File: config.mk
export PLATFORM = sky130hd
export DESIGN_NAME = bpe_lerp
export DESIGN_NICKNAME = d
export VERILOG_FILES = /design/src/rtl/bpe_pkg.sv /design/src/rtl/bpe_lerp.sv
export SDC_FILE = /design/constraint.sdc
export NUM_CORES = 1
export LEC_CHECK = 0
export BUFFER_PORTS_ARGS = -buffer_cell sky130_fd_sc_hd__buf_2
export CELL_PAD_IN_SITES_DETAIL_PLACEMENT = 1
export CELL_PAD_IN_SITES_GLOBAL_PLACEMENT = 1
export CORE_MARGIN = 5
export CORE_UTILIZATION = 56
export CTS_CLUSTER_DIAMETER = 120
export DETAILED_ROUTE_END_ITERATION = 8
export GPL_TIMING_DRIVEN = 0
export PLACE_DENSITY = 0.95
export RECOVER_POWER = 50
export SLEW_MARGIN = 40
export SYNTH_ARGS = -nofsm -noshare
export SYNTH_HDL_FRONTEND = slang
export SYNTH_SLANG_ARGS = --single-unit
File: constraint.sdc
create_clock -name clk -period 17.7 [get_ports clk]
set_input_delay 0 -clock clk [delete_from_list [all_inputs] [get_ports clk]]
set_output_delay 0 -clock clk [all_outputs]
set_load 0.01 [all_outputs]
File: src/rtl/bpe_pkg.sv
// ----------------------------------------------------------------------------
// bpe_pkg
// Shared constants and types of the cubic Bezier point evaluator.
// ----------------------------------------------------------------------------
package bpe_pkg;

  localparam int STEPS       = 100;
  localparam int COORD_W     = 12;
  localparam int STEP_W      = 7;
  localparam int NUM_REGS    = 8;
  localparam int CFG_IDX_W   = 4;
  localparam int CFG_DATA_W  = 16;
  localparam int IN_TDATA_W  = 8;
  localparam int OUT_TDATA_W = 24;

  // a*STEPS + (b-a)*k, signed
  localparam int NUM_W       = 22;
  // |num| never exceeds 2048*STEPS
  localparam int MAG_W       = 18;
  // divide by STEPS as multiply by rounded-up reciprocal
  localparam int RECIP_SHIFT = 25;
  localparam int RECIP_W     = 19;
  localparam int PROD_W      = MAG_W + RECIP_W;
  localparam logic [RECIP_W-1:0] RECIP_MUL =
    RECIP_W'((2**RECIP_SHIFT + STEPS - 1) / STEPS);

  localparam int LERP_STAGES = 3;
  localparam int LEVELS      = 3;
  localparam int PIPE_DEPTH  = LEVELS * LERP_STAGES;
  localparam int K_DEPTH     = (LEVELS - 1) * LERP_STAGES;

  // register indexes
  localparam logic [CFG_IDX_W-1:0] REG_CTRL_X0 = CFG_IDX_W'(0);
  localparam logic [CFG_IDX_W-1:0] REG_CTRL_Y0 = CFG_IDX_W'(4);

  typedef struct packed {
    logic [LERP_STAGES-1:0] en;
    logic [STEP_W-1:0]      k;
  } level_ctl_t;

endpackage

File: src/rtl/bpe_lerp.sv
// ----------------------------------------------------------------------------
// bpe_lerp
// One integer interpolation trunc((a*STEPS + (b-a)*k) / STEPS), three stages.
// ----------------------------------------------------------------------------
module bpe_lerp (
  input  logic                                clk,
  input  bpe_pkg::level_ctl_t                 ctl,
  input  logic signed [bpe_pkg::COORD_W-1:0]  a,
  input  logic signed [bpe_pkg::COORD_W-1:0]  b,
  output logic signed [bpe_pkg::COORD_W-1:0]  res
);

  logic signed [bpe_pkg::COORD_W:0]   diff;
  logic signed [bpe_pkg::STEP_W:0]    k_s;
  logic signed [bpe_pkg::NUM_W-1:0]   num_nxt, num_r;
  logic signed [bpe_pkg::NUM_W-1:0]   mag_full;
  logic [bpe_pkg::MAG_W-1:0]          mag;
  logic [bpe_pkg::PROD_W-1:0]         prod_nxt, prod_r;
  logic                               neg_r;
  logic [bpe_pkg::COORD_W:0]          quo;
  logic [bpe_pkg::COORD_W-1:0]        res_nxt, res_r;

  always_comb begin
    diff    = (bpe_pkg::COORD_W+1)'(b) - (bpe_pkg::COORD_W+1)'(a);
    k_s     = signed'({1'b0, ctl.k});
    num_nxt = bpe_pkg::NUM_W'(a) * bpe_pkg::NUM_W'(bpe_pkg::STEPS)
            + bpe_pkg::NUM_W'(diff) * bpe_pkg::NUM_W'(k_s);
  end

  always_comb begin
    mag_full = num_r[bpe_pkg::NUM_W-1] ? -num_r : num_r;
    mag      = mag_full[bpe_pkg::MAG_W-1:0];
    prod_nxt = bpe_pkg::PROD_W'(mag) * bpe_pkg::PROD_W'(bpe_pkg::RECIP_MUL);
  end

  always_comb begin
    quo     = {1'b0, prod_r[bpe_pkg::RECIP_SHIFT +: bpe_pkg::COORD_W]};
    res_nxt = neg_r ? bpe_pkg::COORD_W'((bpe_pkg::COORD_W+1)'(0) - quo)
                    : quo[bpe_pkg::COORD_W-1:0];
  end

  always_ff @(posedge clk) begin
    if (ctl.en[0]) begin
      num_r <= num_nxt;
    end
    if (ctl.en[1]) begin
      prod_r <= prod_nxt;
      neg_r  <= num_r[bpe_pkg::NUM_W-1];
    end
    if (ctl.en[2]) begin
      res_r <= res_nxt;
    end
  end

  assign res = signed'(res_r);

endmodule

## Yosys cells after proc, flatten, opt, wreduce, memory -nomap -nowiden

Cells that the tools add are included.

- Flip-flop bits (word level): 72
- Logic and storage cells: 13
- Output and inout port bits: 12

- $mul: 3
- Add/subtract/negate cells: 4
- Muxes and demuxes: 2

Operators with widths:

| kind | number |
|---|---|
| 18-bit by 19-bit multiplier with 37-bit output (second input constant) | 1 |
| 20-bit by 21-bit adder with 22-bit output | 1 |
| 13-bit by 8-bit multiplier with 21-bit output | 1 |
| 12-bit by 6-bit multiplier with 18-bit output (second input constant) | 1 |
| 18-bit two-way mux | 1 |
| 18-bit negation | 1 |
| 12-bit by 12-bit subtractor with 13-bit output | 1 |
| 12-bit two-way mux | 1 |
| 1-bit by 12-bit subtractor with 12-bit output (first input constant) | 1 |

## Logic depth before layout (Yosys ltp)

- Word-level depth: 3
- Gate-level depth with buffers: 29

## Worst setup path after synthesis

Ideal clock, no wire load.

- Path type: reg-to-reg
- From: reg num_r[9] (netlist bit)
- To: reg prod_r[34] (netlist bit) (data pin)
- Arrival: 7,313 ps
- Clock period less this slack: 7,570 ps
- Path buffers: 0
- Cell stages (with the launch flop): 25
- Slack: 10,130 ps
- Data required time: 17,443 ps
- Cell sequence: edfxtp_1 -> or4_4 -> or3_4 -> or4_4 -> o21ai_0 -> xnor2_1 -> xnor2_1 -> ha_1 -> nand2b_1 -> fa_1 -> fa_1 -> inv_1 -> fa_1 -> inv_1 -> fa_1 -> fa_1 -> ha_1 -> a2111oi_0 -> o21ai_0 -> o21a_1 -> o21a_1 -> o31a_1 -> o21a_1 -> or2_2 -> xor2_1

- Longest elaborated chain between the ends: 3

RTL lines:

| element | RTL line | source |
|---|---|---|
| start, declared | bpe_lerp.sv:15 | `logic signed [bpe_pkg::NUM_W-1:0] num_nxt, num_r;` |
| start signal, assigned | bpe_lerp.sv:44 | `num_r <= num_nxt;` |
| 18-bit negation | bpe_lerp.sv:31 | `mag_full = num_r[bpe_pkg::NUM_W-1] ? -num_r : num_r;` |
| 18-bit two-way mux (*) | bpe_lerp.sv:31 |  |
| 18-bit by 19-bit multiplier with 37-bit output (*) | bpe_lerp.sv:33 | `prod_nxt = bpe_pkg::PROD_W'(mag) * bpe_pkg::PROD_W'(bpe_pkg::RECIP_MUL);` |
| named net prod_nxt, one bit | bpe_lerp.sv:18 | `logic [bpe_pkg::PROD_W-1:0] prod_nxt, prod_r;` |
| end signal, assigned | bpe_lerp.sv:47 | `prod_r <= prod_nxt;` |
| end, declared | bpe_lerp.sv:18 |  |

Mark *: on every way through the listed nets, which the timed path passes. The rest lies on a longest branch.
A chain may end at the register's enable or synchronous reset.

## Final worst setup path

- From: reg num_r[9] (netlist bit)
- To: reg prod_r[36] (netlist bit) (data pin)

Same word-level chain as after synthesis.

==> out/results.ini <==
[routing]
viasPerCell=5.711
avgRoutedWirePerCell_um=22.45
drt-initial-drc-count=599
vias=9914
drt-total-wl_um=38980
ant_nets=0
drcViolationCount=0
first_pass_iters=7

[layout]
fill_cells=2642
drive_gt1_frac=0.05081
nNetsFinal=1917
diodes=0
syn_to_final_growth_pct=6.670

[floorplan]
rows=56
dieHeight_um=163.6
die_area_mm2=0.02675
initial_core_util=0.5660
die_w_um=163.6
ios=47
coreArea_mm2=0.02333

[grt]
groute.usage.overall=0.3015
grt_antenna_before_repair=2
overflow=0
grt_start_max_net_pins=20
grt_pass1_wl_um=62010
first_global_vias=11990

[sta]
post-route-period-util=0.5097
finalSetupViolations=0
slew_violations=0
fin_crit_ns=9.023
worst_slew_pin_slew_ns=0.9905
rsz0062_at_grt=no
finalHoldViolations=0
setup_tns_ns=0
fin_skew_ns=0.01211
fmax_ghz=0.1108
slew_headroom=0.3396

[clocking]
cts_tree=built
insertion_delay_ns=0.30
clock_sinks=44
cts_setup_buffers=0
clkSlewWorstSetupHoldPaths_ns=0.08
numCtsBuffers=5
hold_buffers=0
h-tree-depth=2
post_cts_resized=0
clk_path_buf_depth=2
cts-root-buf=clkbuf_16

[run]
maxCapViolCount=0

[logic_synthesis]
synthMuxAreaShare=0.007012
ys.flop_type=edfxtp_1
syn_area_mm2=0.01321
synthTopCellsByCount=inv_1 (376), ha_1 (244), fa_1 (222), nand2_1 (69), xnor2_1 (56)
seq_area_frac_synth=0.1001
synth_area_leaders=fa_1 (34%), ha_1 (23%), inv_1 (11%), edfxtp_1 (10%), xnor2_1 (3.7%)
synth_top_area_frac=0.3366
synth_top_area_cell=fa_1
synth_adder_area_share=0.5677
synth_xor_area_frac=0.05154
synth_top_family_by_area=adder cells
yosysMostFrequentCell=inv_1
synth-simple-area-share=0.09257
ys_seq_elements=44
synth-compound-area-share=0.06993
synth_edf_count=44
syn-num-nets=1864
yosysUniqueCellTypes=51
synth.avg_cell_area_um2=9.688
yosys_warnings=0
synth-async-reset-ratio=0
synthCells=1363

[setup_path]
start_kind=register
worst-endpoint-arrival_ns=9.07
critPathMaxStageDelay_ns=0.64
critPathKind=register to register
crit_path_frequent_cell=fa_1
required_ns=17.75
path_max_fanout=7
critPathCaptureType=register
worstPathCellList=or4_4 -> or3_4 -> or4_4 -> o21ai_0 -> xnor2_2 -> xnor2_1 -> ha_1 -> nand2b_1 -> fa_1 -> fa_1 -> inv_1 -> fa_1 -> inv_1 -> fa_1 -> fa_1 -> ha_1 -> a2111oi_0 -> o21ai_0 -> o21a_1 -> o21a_1 -> o31a_1 -> o41a_1 -> a21oi_1 -> xnor2_1
critPathSlowestCell=a2111oi_0

[placement]
finalWeightedCongestion=0.9667
io_buffers=46
dp_hpwl_um=32730

[min_path]
hold_class=input pin to register

[status]
status=finished, final reports clean

state kept, by name (all words and copies together), names as in the netlist:
register  cells
prod_r       12
res          12
num_r        19
neg_r         1
cell families after synthesis:
family	after synthesis
flops	44
simple gates	237
compound gates	140
buf+inv	391
fa+ha+maj	466
mux	9
xor+xnor	76
worst max-delay path: cells and delay by family, from the launching register on:
| family | cells | cell delay (ns) |
|---|---|---|
| AO/OA/AOI/OAI | 8 | 2.68 |
| XOR/XNOR | 3 | 0.62 |
| adder cells (fa/ha/maj) | 7 | 3.26 |
| buffers and inverters | 2 | 0.14 |
| flip-flops | 1 | 0.47 |
| AND/OR/NAND/NOR | 4 | 1.59 |
final timing paths:
path	cells past startpoint	slack, ns	to	from
setup / recovery	24	8.68	prod_r[36]	num_r[9]
hold / removal	2	0.19	num_r[0]	ctl[0]
setup reg to reg	24	8.68	prod_r[36]	num_r[9]
hold reg to reg	0	0.54	res[0]	prod_r[25]
metal layers:
metal | global-route usage | vias up | wire [um]
met2 | 0.5917 | 369 | 21180
met4 | 0.1860 | 4 | 2842
met3 | 0.04769 | 207 | 1705
li1 | - | 4357 | -
met5 | 0 | - | 14
met1 | 0.2899 | 4977 | 13230
layout make-up:
class                   instances  area, um^2  share of cell area
repair buffers                 46       220.2             0.01563
well taps                     319       399.1             0.02834
multi-input cells             928       10510              0.7459
clock inverters                 3       46.29            0.003287
flip-flops and latches         44        1321             0.09380
clock buffers                   5       125.1            0.008883
inverters                     376        1411              0.1002
plain buffers                  15       56.30            0.003997
cells in the final DEF (no fill, tap or decap), types with 7 or more instances in the layout:
cell type and instances:
inv_1 376, xnor2_2 12, o21ai_0 31, fa_1 222
o21a_1 7, ha_1 244, clkbuf_1 23, nor2_1 32
a21o_1 10, mux2i_1 7, o31ai_1 8, edfxtp_1 44
buf_2 38, a211oi_1 7, nand2b_1 14, xor2_1 17
nor3_1 18, xnor2_1 45, nand2_1 69, and2_1 53
a21oi_1 37, nand3_1 8, nor2b_1 21
through the flow:
stage | instances | util | hold slack (ns) | worst slack (ns) | area, um^2
6_report | 1736 | 0.6037 | 0.1876 | 8.677 | 14090
3_5_place_dp | 1728 | 0.5958 | 0.3970 | 9.191 | 13900
5_1_grt | 1736 | 0.6037 | 0.1830 | 8.357 | 14090
2_1_floorplan | 1363 | - | 0.1125 | 10.13 | 13210
3_3_place_gp | 1728 | 0.5929 | 0.3865 | 9.248 | 13830
4_1_cts | 1736 | 0.6032 | 0.08920 | 8.619 | 14070
Power is left out: the tool's default activity adds up to more than one toggle a clock period on the data nets, which glitch-free logic cannot reach.
