==> src/rtl/bpe_pkg.sv <==
// ----------------------------------------------------------------------------
// bpe_pkg
// Shared constants and types of the cubic Bezier point evaluator.
// ----------------------------------------------------------------------------
package bpe_pkg;

  localparam int STEPS       = 100;
  localparam int COORD_W     = 12;
  localparam int STEP_W      = 7;
  localparam int NUM_REGS    = 8;
  localparam int CFG_IDX_W   = 4;
  localparam int CFG_DATA_W  = 16;
  localparam int IN_TDATA_W  = 8;
  localparam int OUT_TDATA_W = 24;

  // a*STEPS + (b-a)*k, signed
  localparam int NUM_W       = 22;
  // |num| never exceeds 2048*STEPS
  localparam int MAG_W       = 18;
  // divide by STEPS as multiply by rounded-up reciprocal
  localparam int RECIP_SHIFT = 25;
  localparam int RECIP_W     = 19;
  localparam int PROD_W      = MAG_W + RECIP_W;
  localparam logic [RECIP_W-1:0] RECIP_MUL =
    RECIP_W'((2**RECIP_SHIFT + STEPS - 1) / STEPS);

  localparam int LERP_STAGES = 3;
  localparam int LEVELS      = 3;
  localparam int PIPE_DEPTH  = LEVELS * LERP_STAGES;
  localparam int K_DEPTH     = (LEVELS - 1) * LERP_STAGES;

  // register indexes
  localparam logic [CFG_IDX_W-1:0] REG_CTRL_X0 = CFG_IDX_W'(0);
  localparam logic [CFG_IDX_W-1:0] REG_CTRL_Y0 = CFG_IDX_W'(4);

  typedef struct packed {
    logic [LERP_STAGES-1:0] en;
    logic [STEP_W-1:0]      k;
  } level_ctl_t;

endpackage

==> src/rtl/bpe_pipe_ctrl.sv <==
// ----------------------------------------------------------------------------
// bpe_pipe_ctrl
// Valid bits, per-stage load enables and the step index delay line.
// ----------------------------------------------------------------------------
module bpe_pipe_ctrl (
  input  logic                               clk,
  input  logic                               rst_n,
  input  logic                               in_valid,
  input  logic [bpe_pkg::STEP_W-1:0]         in_step,
  input  logic                               out_ready,
  output logic                               in_ready,
  output logic                               out_valid,
  output bpe_pkg::level_ctl_t                level_ctl [bpe_pkg::LEVELS],
  output logic [bpe_pkg::PIPE_DEPTH-1:0]     vld
);

  logic [bpe_pkg::PIPE_DEPTH-1:0] vld_r, vld_nxt;
  logic [bpe_pkg::PIPE_DEPTH-1:0] en;
  logic [bpe_pkg::STEP_W-1:0]     k_clamp;
  logic [bpe_pkg::STEP_W-1:0]     k_r [bpe_pkg::K_DEPTH];

  // saturate past the curve end
  assign k_clamp = (in_step > bpe_pkg::STEP_W'(bpe_pkg::STEPS)) ?
                   bpe_pkg::STEP_W'(bpe_pkg::STEPS) : in_step;

  always_comb begin
    en[bpe_pkg::PIPE_DEPTH-1] = !vld_r[bpe_pkg::PIPE_DEPTH-1] || out_ready;
    for (int i = bpe_pkg::PIPE_DEPTH-2; i >= 0; i--) begin
      en[i] = !vld_r[i] || en[i+1];
    end
  end

  always_comb begin
    vld_nxt = vld_r;
    if (en[0]) begin
      vld_nxt[0] = in_valid;
    end
    for (int i = 1; i < bpe_pkg::PIPE_DEPTH; i++) begin
      if (en[i]) begin
        vld_nxt[i] = vld_r[i-1];
      end
    end
  end

  always_ff @(posedge clk) begin
    if (!rst_n) begin
      vld_r <= '0;
    end else begin
      vld_r <= vld_nxt;
    end
  end

  always_ff @(posedge clk) begin
    if (en[0]) begin
      k_r[0] <= k_clamp;
    end
    for (int i = 1; i < bpe_pkg::K_DEPTH; i++) begin
      if (en[i]) begin
        k_r[i] <= k_r[i-1];
      end
    end
  end

  always_comb begin
    level_ctl[0].en = en[0 +: bpe_pkg::LERP_STAGES];
    level_ctl[0].k  = k_clamp;
    for (int l = 1; l < bpe_pkg::LEVELS; l++) begin
      level_ctl[l].en = en[l*bpe_pkg::LERP_STAGES +: bpe_pkg::LERP_STAGES];
      level_ctl[l].k  = k_r[l*bpe_pkg::LERP_STAGES - 1];
    end
  end

  assign in_ready  = en[0];
  assign out_valid = vld_r[bpe_pkg::PIPE_DEPTH-1];
  assign vld       = vld_r;

endmodule
==> config.mk <==
export PLATFORM = sky130hd
export DESIGN_NAME = bpe_pipe_ctrl
export DESIGN_NICKNAME = d
export VERILOG_FILES = /design/src/rtl/bpe_pkg.sv /design/src/rtl/bpe_pipe_ctrl.sv
export SDC_FILE = /design/constraint.sdc
export NUM_CORES = 1
export LEC_CHECK = 0
export BUFFER_PORTS_ARGS = -buffer_cell sky130_fd_sc_hd__buf_2
export CAP_MARGIN = 20
export CELL_PAD_IN_SITES_DETAIL_PLACEMENT = 1
export CELL_PAD_IN_SITES_GLOBAL_PLACEMENT = 1
export CORE_MARGIN = 3
export CORE_UTILIZATION = 43
export CTS_CLUSTER_SIZE = 10
export DETAILED_ROUTE_END_ITERATION = 8
export GPL_ROUTABILITY_DRIVEN = 0
export PLACE_DENSITY = 0.81
export SLEW_MARGIN = 20
export SYNTH_ARGS = -nofsm -noshare
export SYNTH_HDL_FRONTEND = slang
export SYNTH_SLANG_ARGS = --single-unit
==> constraint.sdc <==
create_clock -name clk -period 4.3 [get_ports clk]
set_input_delay 0.43 -clock clk [delete_from_list [all_inputs] [get_ports clk]]
set_output_delay 0.43 -clock clk [all_outputs]
set_load 0.1 [all_outputs]
Word-level counts from Yosys, hierarchy flattened
Memories as Yosys holds them, arrays and structs flattened.
Cells that the tools add are included.
- bits in registers: 9
- memory bits (writable): 42
- bits of input ports: 11
- output and inout port bits: 41
- word-level logic and storage cells: 42
- memories: 1
- memory list (name ; depth ; width ; read ports ; clocked after Yosys merged registers in ; wr ports ; RTL line ; RTL):
    k_r ; 6 ; 7 ; 6 ; 0 ; 6 ; bpe_pipe_ctrl.sv:20 ; logic [bpe_pkg::STEP_W-1:0] k_r [bpe_pkg::K_DEPTH];
- $lt $le $gt $ge: 1
- multiplexer cells: 13
- reduce and logical (&&, ||, !) cells: 18
- operator list (cell ; number):
    1-bit 2-to-1 mux ; 12
    1-bit zero test ; 9
    1-bit logical OR ; 9
    7-bit greater-than comparator (second input constant) ; 1
    7-bit 2-to-1 mux ; 1

Logic depth before layout (Yosys ltp)
Gate-level depths: netlist of run 1.
- word-level depth: 12
- depth in mapped cells: 4
- mapped depth without buffers: 4

Least setup slack after synthesis of run 1
OpenSTA, ideal clock, no wires.
- kind: register to output
- start point: reg vld_r, in the netlist vld[7]
- end point: out level_ctl[27] (netlist name)
- data arrival time: 3.118 ns
- path slack: 0.752 ns
- stages on the path, launching flop included: 5
- path buffers: 1
- cells stage by stage: dfxtp_1 > and4b_4 > and3_4 > nand3_1 > buf_4
- longest elaborated chain between the ends: 9
- RTL lines (item ; RTL line ; RTL):
    from (decl) ; bpe_pipe_ctrl.sv:17 ; logic [bpe_pkg::PIPE_DEPTH-1:0] vld_r, vld_nxt;
    from (signal assigned) ; bpe_pipe_ctrl.sv:49 ; vld_r <= vld_nxt;
    1-bit zero test ; bpe_pipe_ctrl.sv:29 ; en[i] = !vld_r[i] || en[i+1];
    1-bit logical OR (8 in a row) ; bpe_pipe_ctrl.sv:29 ;
    to (decl) ; bpe_pipe_ctrl.sv:13 ; output bpe_pkg::level_ctl_t level_ctl [bpe_pkg::LEVELS],
No other way between the ends.

Final worst setup path of run 1
- start point: reg vld_r, in the netlist vld[7]
- end point: out in_ready
- longest elaborated chain between the ends: 9
- RTL lines (item ; RTL line ; RTL):
    1-bit zero test ; bpe_pipe_ctrl.sv:29 ;
    1-bit logical OR (8 in a row) ; bpe_pipe_ctrl.sv:29 ;
    to (decl) ; bpe_pipe_ctrl.sv:11 ; output logic in_ready,
No other way between the ends.

==> impl_metrics.ini, run 1 <==
[critical_path]
end_kind = primary output
critical_path.startpoint_type = flip-flop
worst_path_dominant_cell_family = simple AND/OR/NAND/NOR gates
cp_cell_sequence = and4b_4 > and3_4 > nand3_1 > buf_2
arrival_ps = 1970
path_max_fanout = 9
path_class = flip-flop to primary output
cpPeakStageDelay_ps = 430
critical_path.slowest_cell = buf_2
crit_start = vld[7]
rr_startpoint = vld[7]
crit_buf_inv = 1
crit_required_ps = 3870

[cells_and_area]
final_area_sq_um = 2130
drive_gt1_share_pct = 44.7
fin_nets = 160
antenna_cells = 0
layout_common_cells = buf_2 (51), edfxtp_1 (42), nand2_1 (10)
fin_util_pct = 56.9
mostFrequentLayoutCell = buf_2
syn_to_final_growth_pct = 24.9

[sta]
fin_crit_sh_pct = 55.9
slew_headroom_pct = 67.2
setup_viol = 0
worst_pin_slew_ps = 495
fmax_mhz = 416
finalSetupTns_ps = 0
slew_viol_final = 0
hold_viol = 0
rsz0062_at_grt = no
fin_skew_ps = 5.34
period_needed_ps = 2400

[clocking]
insertion_delay_ps = 300
postCtsSetupBuffers = 0
path_clk_slew_ps = 90
cts_resized = 0
ctsHoldBuffers = 0
cts.sinks = 51
clk_path_buf_depth = 2
cts-root-buf = clkbuf_8
cts_tree = built
htree_levels = 2
cts_made_buffers = 5

[route]
via_count = 921
wl_per_cell_microns = 14.5
drtIter0Drc = 65
routed_wl_microns = 2860
drt_pass1_iterations = 3
route.detailed.drc = 0
via_per_inst = 4.65
drtAntennaViolNets = 0

[global_routing]
use_met3_pct = 5.67
grt_use_met2_pct = 26.3
first_global_vias = 989
grt_pass1_wl_microns = 4630
grt_max_degree = 17
grtUsageTotal_pct = 13.8
grt-busiest-layer = met2
grt_use_met1_pct = 13.6
antenna_found_initial = 0
grt-ovfl-total = 0

[floorplanning]
die_h_microns = 69.0
start_util_pct = 45.6
core_sq_um = 3740
die_area_sq_um = 4760
rows = 22
io_pins = 52
die_w_microns = 69.0

[hold_path]
worstHoldStart = in_valid
holdCritPathClass = primary input to flip-flop

[placement]
place_area_sq_um = 1990
hpwl_microns = 2220
io_buffers = 51

[synth]
synth_adder_area_share_pct = 0
syn-num-nets = 107
netlist_instances = 96
synth_compound_area_share_pct = 4.62
ys_warn_count = 0
syn_area_sq_um = 1710
yosysSeqAreaShare_pct = 84.5
syn_area_per_cell_sq_um = 17.8
synth_seq_cells = 51
ys_types = 23
synthSimpleGateAreaFrac_pct = 8.29
synth_xor_area_share_pct = 0
synth_top_family_by_area = simple AND/OR/NAND/NOR gates
synth_mux_area_share_pct = 0

[pwr]
peakVddDrop_uv = 259
total_leakage_power_nw = 0.862
power_density_nw_per_um2 = 509
power_mw = 1.09

[flow_run]
max-cap-violations = 0

[outcome]
status = complete, no violations
==> routing by layer <==
metal | vias up | wire [microns]
met5 | - | 0
li1 | 453 | -
met1 | 435 | 1060
met2 | 33 | 1620
met3 | 0 | 180
met4 | 0 | 0
==> power by group <==
group	total, mW	internal [mW]	leakage [nW]	switching [mW]
Combinational	0.130	0.0156	0.271	0.115
Clock	0.385	0.232	0.0644	0.153
Sequential	0.570	0.561	0.527	0.00929
==> synth_stat cells (all sizes together) <==
master / count / area share (%)
and2: 5 / 2.0
nor2: 1 / 0.22
and2b: 1 / 0.44
nand3: 4 / 1.2
a21oi: 1 / 0.29
nor2b: 1 / 0.37
edfxtp: 42 / 74
and3: 2 / 1.1
o311ai: 1 / 0.51
o21ai: 4 / 1.6
o21a: 4 / 1.8
buf: 2 / 0.88
nand2: 10 / 2.2
o21bai: 1 / 0.44
and4b: 1 / 0.81
dfxtp: 9 / 11
inv: 4 / 1.0
clkbuf: 3 / 0.66
==> flip-flops by register name, summed over array words and instances, names as in the netlist <==
signal  flops
k_r        42
vld         9
==> worst min-delay path, delay by kind of cell <==
kind | cells | cell delay (ps)
AOI/OAI and AO/OA | 1 | 50
buffers and inverters | 1 | 80
and+or+nand+nor | 1 | 50
==> path summary, 6_finish.rpt <==
| path | end | slack [ps] | depth (start not counted) |
|---|---|---|---|
| setup / recovery | in_ready | 1900 | 4 |
| hold / removal | vld[0] | 340 | 3 |
| setup reg to reg | k_r[0][6] | 2700 | 3 |
| hold reg to reg | k_r[5][1] | 430 | 0 |
==> through the flow <==
step	hold slack [ps]	cells	setup WS (ps)
floorplan	400	96	752
global placement	401	190	2080
detailed placement	405	190	1970
CTS	320	198	1830
global route	337	198	1720
finish	338	198	1900
==> final cells by class <==
cell class	count	area, sq um
sequential	51	1440
multi-input combinational	36	220
clock inverter	3	67.6
inverter	4	17.5
timing repair buffer	51	255
tap	48	60.1
fill	388	1610
clock buffer	5	68.8
==> kinds of logic after synthesis <==
logic type | after synthesis
and+or+nand+nor | 25
DFF | 51
buffers and inverters | 9
AOI/OAI and AO/OA | 11
No activity file was read; power rests on OpenSTA's default activity.
==> run 2, diff against run 1 <==
- CORE_UTILIZATION: 43 -> 36
- PLACE_DENSITY: 0.81 -> 0.73
- clock period: 4.3 -> 2 ns (I/O delays scaled with it)
==> run 2 against run 1 <==
  * Critical path depth stayed put
  * Die area increased by 18%
  * Final area up 1.2%
  * Global-route usage shrank 2.5 points
  * Setup slack got worse by 1800 ps
  * Combinational power up 120%
  * Sequential power is 120% higher
  * Sequential cell count stayed put
  * Largest cell class unchanged
==> impl_metrics.ini, run 2 (synthesis gave the netlist of run 1 again) <==
[outcome]
status = complete, no violations

[pwr]
power_density_nw_per_um2 = 1020
p_sw_uw = 585
total_leakage_power_nw = 0.862
peakVddDrop_uv = 479
internal_power_mw = 1.61
pwr-share-clk_pct = 31.4
p_sw_share_pct = 26.6
pwr-share-seq_pct = 55.8
combPwrFrac_pct = 12.8

[global_routing]
grt_max_degree = 17
grt_pass1_wl_microns = 4670
grtUsageTotal_pct = 11.3
grt-ovfl-total = 0
antenna_found_initial = 0
first_global_vias = 1033

[critical_path]
crit_start = vld[3]
arrival_ps = 1710
critical_path.slowest_cell = buf_2
path_class = flip-flop to primary output
r2r_end = k_r[0][5]
end_kind = primary output
critical_path.startpoint_type = flip-flop
cp_cell_sequence = and3_2 > and3_4 > nand2_2 > buf_2
r2r_cells = 3
cpPeakStageDelay_ps = 460
path_max_fanout = 8
r2r_setup_slack_ps = 710
crit_required_ps = 1800
endpoint = level_ctl[28]
rr_startpoint = vld[7]

[clocking]
path_clk_slew_ps = 90
cts_tree = built
cts.sinks = 51
postCtsSetupBuffers = 0
clk_path_buf_depth = 2
cts_resized = 0
htree_levels = 2
cts_made_buffers = 5
insertion_delay_ps = 290
cts-root-buf = clkbuf_8
ctsHoldBuffers = 0

[cells_and_area]
largest-register = k_r
largest_reg_flops = 42
drive_gt1_share_pct = 52.7
fin_nets = 160
layout_common_cells = buf_2 (51), edfxtp_1 (42), nand2_1 (8)
mostFrequentLayoutCell = buf_2
fin_util_pct = 48.2
syn_to_final_growth_pct = 26.5
antenna_cells = 0
nFillCells = 454

[flow_run]
max-cap-violations = 0

[hold_path]
holdCritPathClass = primary input to flip-flop

[sta]
hold_viol = 0
slew_viol_final = 0
whs_ps = 105
layout_setup_ws_ps = 85.1
rsz0062_at_grt = no
setup_viol = 0
worst_pin_slew_ps = 496
period_needed_ps = 1910
fin_crit_sh_pct = 95.7
slew_headroom_pct = 66.5
fmax_mhz = 522
fin_skew_ps = 4.89

[route]
drtAntennaViolNets = 0
routed_wl_microns = 2920
wl_per_cell_microns = 14.5
via_count = 952
drt_pass1_iterations = 4
route.detailed.drc = 0
via_per_inst = 4.71
drtIter0Drc = 35

[placement]
hpwl_microns = 2260
io_buffers = 51
pre_cts_ws_ps = 320

[floorplanning]
die_area_sq_um = 5600
rows = 24
core_sq_um = 4470
start_util_pct = 38.1
die_h_microns = 74.8
io_pins = 52
die_w_microns = 74.8
[run 2: changes by cell type in the layout (fill, tap and decap cells not counted), moves of 2 or more]
cell	change
nand3_1	-2
nand2_1	-2
dfxtp_1	-8
nand3_4	+2
dfxtp_2	+7
nand2_2	+2
[run 2: final cells by class]
type,instances,area [sq um],area share (%)
clock inverter,3,42.5,1.97
tap,52,65.1,3.02
timing repair buffer,51,255,11.8
clock buffer,5,68.8,3.19
inverter,4,17.5,0.812
sequential,51,1450,67.4
multi-input combinational,36,254,11.8
[run 2: worst max-delay path: cells and delay by family (launching register included)]
kind	cells	cell delay, ps
simple gates	3	590
buf+inv	1	460
flops	1	360
[run 2: through the flow]
| step | TNS [ps] | total power [mW] | std cells | cell area (sq um) |
|---|---|---|---|---|
| floorplan | -413 | 1.48 | 96 | 1750 |
| global placement | 0 | 1.53 | 194 | 2050 |
| detailed placement | 0 | 1.54 | 194 | 2050 |
| CTS | 0 | 2.23 | 202 | 2160 |
| global route | 0 | 2.29 | 202 | 2160 |
| finish | 0 | 2.20 | 202 | 2160 |
[run 2: per-layer routing]
layer | global-route usage [%] | wire [microns] | up-vias
li1 | - | - | 455
met1 | 11.5 | 1090 | 463
met2 | 22.0 | 1660 | 34
met3 | 3.07 | 166 | 0
met4 | 3.56 | 0 | 0
met5 | 0 | 0 | -
[run 2: power by group through the flow]
stage          clock, mW  sequential, mW  combinational, mW
2_1_floorplan          0            1.40             0.0838
3_3_place_gp           0            1.25              0.281
3_5_place_dp           0            1.25              0.284
4_1_cts            0.723            1.23              0.284
5_1_grt            0.764            1.23              0.290
6_report           0.689            1.23              0.282
[run 2: worst min path at each step]
| stage | cells past startpoint | to | slack, ps | start |
|---|---|---|---|---|
| after detailed placement | 0 | k_r[4][0] | 410 | k_r[3][0] |
| after floorplan | 2 | vld[0] | 310 | in_valid |
| final | 3 | vld[0] | 110 | in_valid |
| after global placement | 0 | k_r[5][3] | 400 | k_r[4][3] |
| after CTS | 3 | vld[0] | 90 | in_valid |
| after global routing | 3 | vld[0] | 100 | in_valid |
==> run 3, diff against run 2 <==
- ABC_AREA: default -> 1
- CELL_PAD_IN_SITES_GLOBAL_PLACEMENT: 1 -> 2
- CORE_MARGIN: 3 -> 2
- CORE_UTILIZATION: 36 -> 31
- PLACE_DENSITY: 0.73 -> 0.74
==> run 3 against run 2 <==
  * Via count decreased by 2.3%
  * Sequential share of layout area decreased by 0.64 points
  * Synthesized cell count increased by 2.1%
  * First-iteration DRC count increased by 20%
  * Fmax increased by 2.2%
  * Non-clock buffer count increased by 2
  * Die area increased by 8.3%
  * Synthesized area decreased by 0.81%
  * Critical path type unchanged
  * Critical endpoint unchanged
==> impl_metrics.ini, run 3 <==
[clocking]
path_clk_slew_ps = 90
cts.sinks = 51
ctsHoldBuffers = 0
cts-root-buf = clkbuf_8
postCtsSetupBuffers = 0
cts_resized = 0
cts_tree = built
clk_path_buf_depth = 2
cts_made_buffers = 5
htree_levels = 2
insertion_delay_ps = 290

[route]
route.detailed.drc = 0
drt_pass1_iterations = 2
drtIter0Drc = 42
routed_wl_microns = 2940
via_count = 930
drtAntennaViolNets = 0
wl_per_cell_microns = 13.1
via_per_inst = 4.13

[cells_and_area]
nFillCells = 544
fin_nets = 165
syn_to_final_growth_pct = 28.6
multiInputGateArea_sq_um = 216
regArea_sq_um = 1450
largest_reg_flops = 42
layout_common_cells = buf_2 (51), edfxtp_1 (42), inv_1 (15)
drive_gt1_share_pct = 51.0
stdcell_count = 225
antenna_cells = 0
largest-register = k_r
mostFrequentLayoutCell = buf_2

[sta]
rsz0062_at_grt = no
worst_pin_slew_ps = 592
layout_setup_ws_ps = 125
period_needed_ps = 1870
fin_skew_ps = 2.75
slew_viol_final = 0
fmax_mhz = 533
hold_viol = 0
finalSetupTns_ps = 0
setup_viol = 0
fin_crit_sh_pct = 93.7
slew_headroom_pct = 60.4

[critical_path]
cp_cell_sequence = nand3_4 > nor2_4 > nand4_4 > nor2_4 > nand2_2 > buf_2
crit_required_ps = 1800
path_class = flip-flop to primary output
arrival_ps = 1670
r2r_cells = 6
critical_path.slowest_cell = dfxtp_4
rr_startpoint = vld[7]
end_kind = primary output
path_max_fanout = 9
cpPeakStageDelay_ps = 380
r2r_setup_slack_ps = 630
crit_buf_inv = 1
cp_common_cell = nor2_4
r2r_end = k_r[2][3]
critical_path.startpoint_type = flip-flop
worst_path_dominant_cell_family = simple AND/OR/NAND/NOR gates

[floorplanning]
start_util_pct = 32.7
core_sq_um = 5170
io_pins = 52
die_h_microns = 77.9
rows = 26
die_area_sq_um = 6060
die_w_microns = 77.9

[synth]
netlist_instances = 98
synth.most_common_cell = edfxtp_1
syn_area_per_cell_sq_um = 17.3
synth_seq_cells = 51
ys_warn_count = 0
synth_edf_count = 42
synth_area_leaders = edfxtp_1 (75%), dfxtp_1 (11%), inv_1 (3.3%), a21oi_1 (2.1%), nor2_1 (1.3%)
netlist_top_cells_count = edfxtp_1 (42), inv_1 (15), dfxtp_1 (9)
ys_async_sr_fraction_pct = 0
synth_ff_type = edfxtp_1
yosysTopAreaCell = edfxtp_1
syn-num-nets = 109
ys_types = 17
yosysSeqAreaShare_pct = 85.2
syn_area_sq_um = 1690
yosysTopAreaCellShare_pct = 74.6

[global_routing]
grt_pass1_wl_microns = 4770
antenna_found_initial = 0
first_global_vias = 1001
grtUsageTotal_pct = 10.7
grt-ovfl-total = 0
grt_max_degree = 17

[outcome]
status = complete, no violations

[hold_path]
worstHoldStart = in_step[6]
holdCritPathClass = primary input to flip-flop
hold_depth = 1
min_to = k_r[0][6]

[pwr]
power_density_nw_per_um2 = 957
peakVddDrop_uv = 393
power_mw = 2.08
total_leakage_power_nw = 0.876

[placement]
dp_cells = 217
io_buffers = 51
hpwl_microns = 2340
pre_cts_ws_ps = 307

[flow_run]
max-cap-violations = 0
[run 3: cell count changes in the layout (fill, tap and decap cells not counted), sizes merged, moves of 5 or more]
| cell | before | now |
|---|---|---|
| a21oi | 1 | 7 |
| and2 | 5 | 0 |
| inv | 5 | 16 |
| nor2 | 1 | 9 |
| nand2 | 10 | 4 |
[run 3: stage by stage]
step / util [%] / hold WS [ps] / area (sq um)
6_report: 42.1 / 104 / 2180
5_1_grt: 42.1 / 93.9 / 2180
4_1_cts: 42.1 / 90.9 / 2180
3_5_place_dp: 40.3 / 405 / 2090
3_3_place_gp: 40.3 / 400 / 2090
2_1_floorplan: - / 318 / 1760
[run 3: per-layer routing]
layer  GRT usage [%]  part of all wire [%]  vias up
met5               0                     0        -
met4            6.96                   2.6        0
met3            3.26                   6.1        8
met2            19.1                    55       37
met1            10.7                    36      438
li1                -                     -      447
[run 3: kinds of logic after synthesis]
kind of cell           after synthesis  synth area share, %
AND/OR/NAND/NOR                     17                 6.73
flip-flops                          51                 85.2
buffers and inverters               20                 4.88
AO/OA/AOI/OAI                       10                 3.18
[run 3: worst register-to-register path, stage by stage, from the launching register on]
cell and delay, ps:
dfxtp_4 380, nand3_4 90, nor2_4 120, nand4_4 100
nor2_4 180, inv_1 90, buf_4 170
[run 3: power breakdown]
part	internal, mW	leakage [nW]	switching (mW)	total (mW)
clock network	0.244	0.0418	0.323	0.567
registers	1.20	0.529	0.0220	1.23
logic	0.0334	0.305	0.255	0.289
[run 3: how the worst max path moves through the flow]
| stage | startpoint | to | slack [ps] | cells past startpoint |
|---|---|---|---|---|
| floorplan | vld[8] | level_ctl[27] | -870 | 6 |
| global placement | in_step[0] | level_ctl[22] | 350 | 5 |
| detailed placement | in_step[3] | level_ctl[22] | 310 | 5 |
| CTS | vld[7] | level_ctl[28] | 80 | 6 |
| global route | vld[7] | in_ready | 10 | 6 |
| finish | vld[7] | level_ctl[28] | 130 | 6 |
[run 3: area by class of cell]
class / instances / share of cell area (%)
Timing Repair Buffer: 53 / 12.4
Inverter: 16 / 2.76
Clock inverter: 3 / 0.920
Clock buffer: 5 / 3.16
Multi-Input combinational cell: 27 / 9.95
Tap cell: 70 / 4.03
Sequential cell: 51 / 66.8
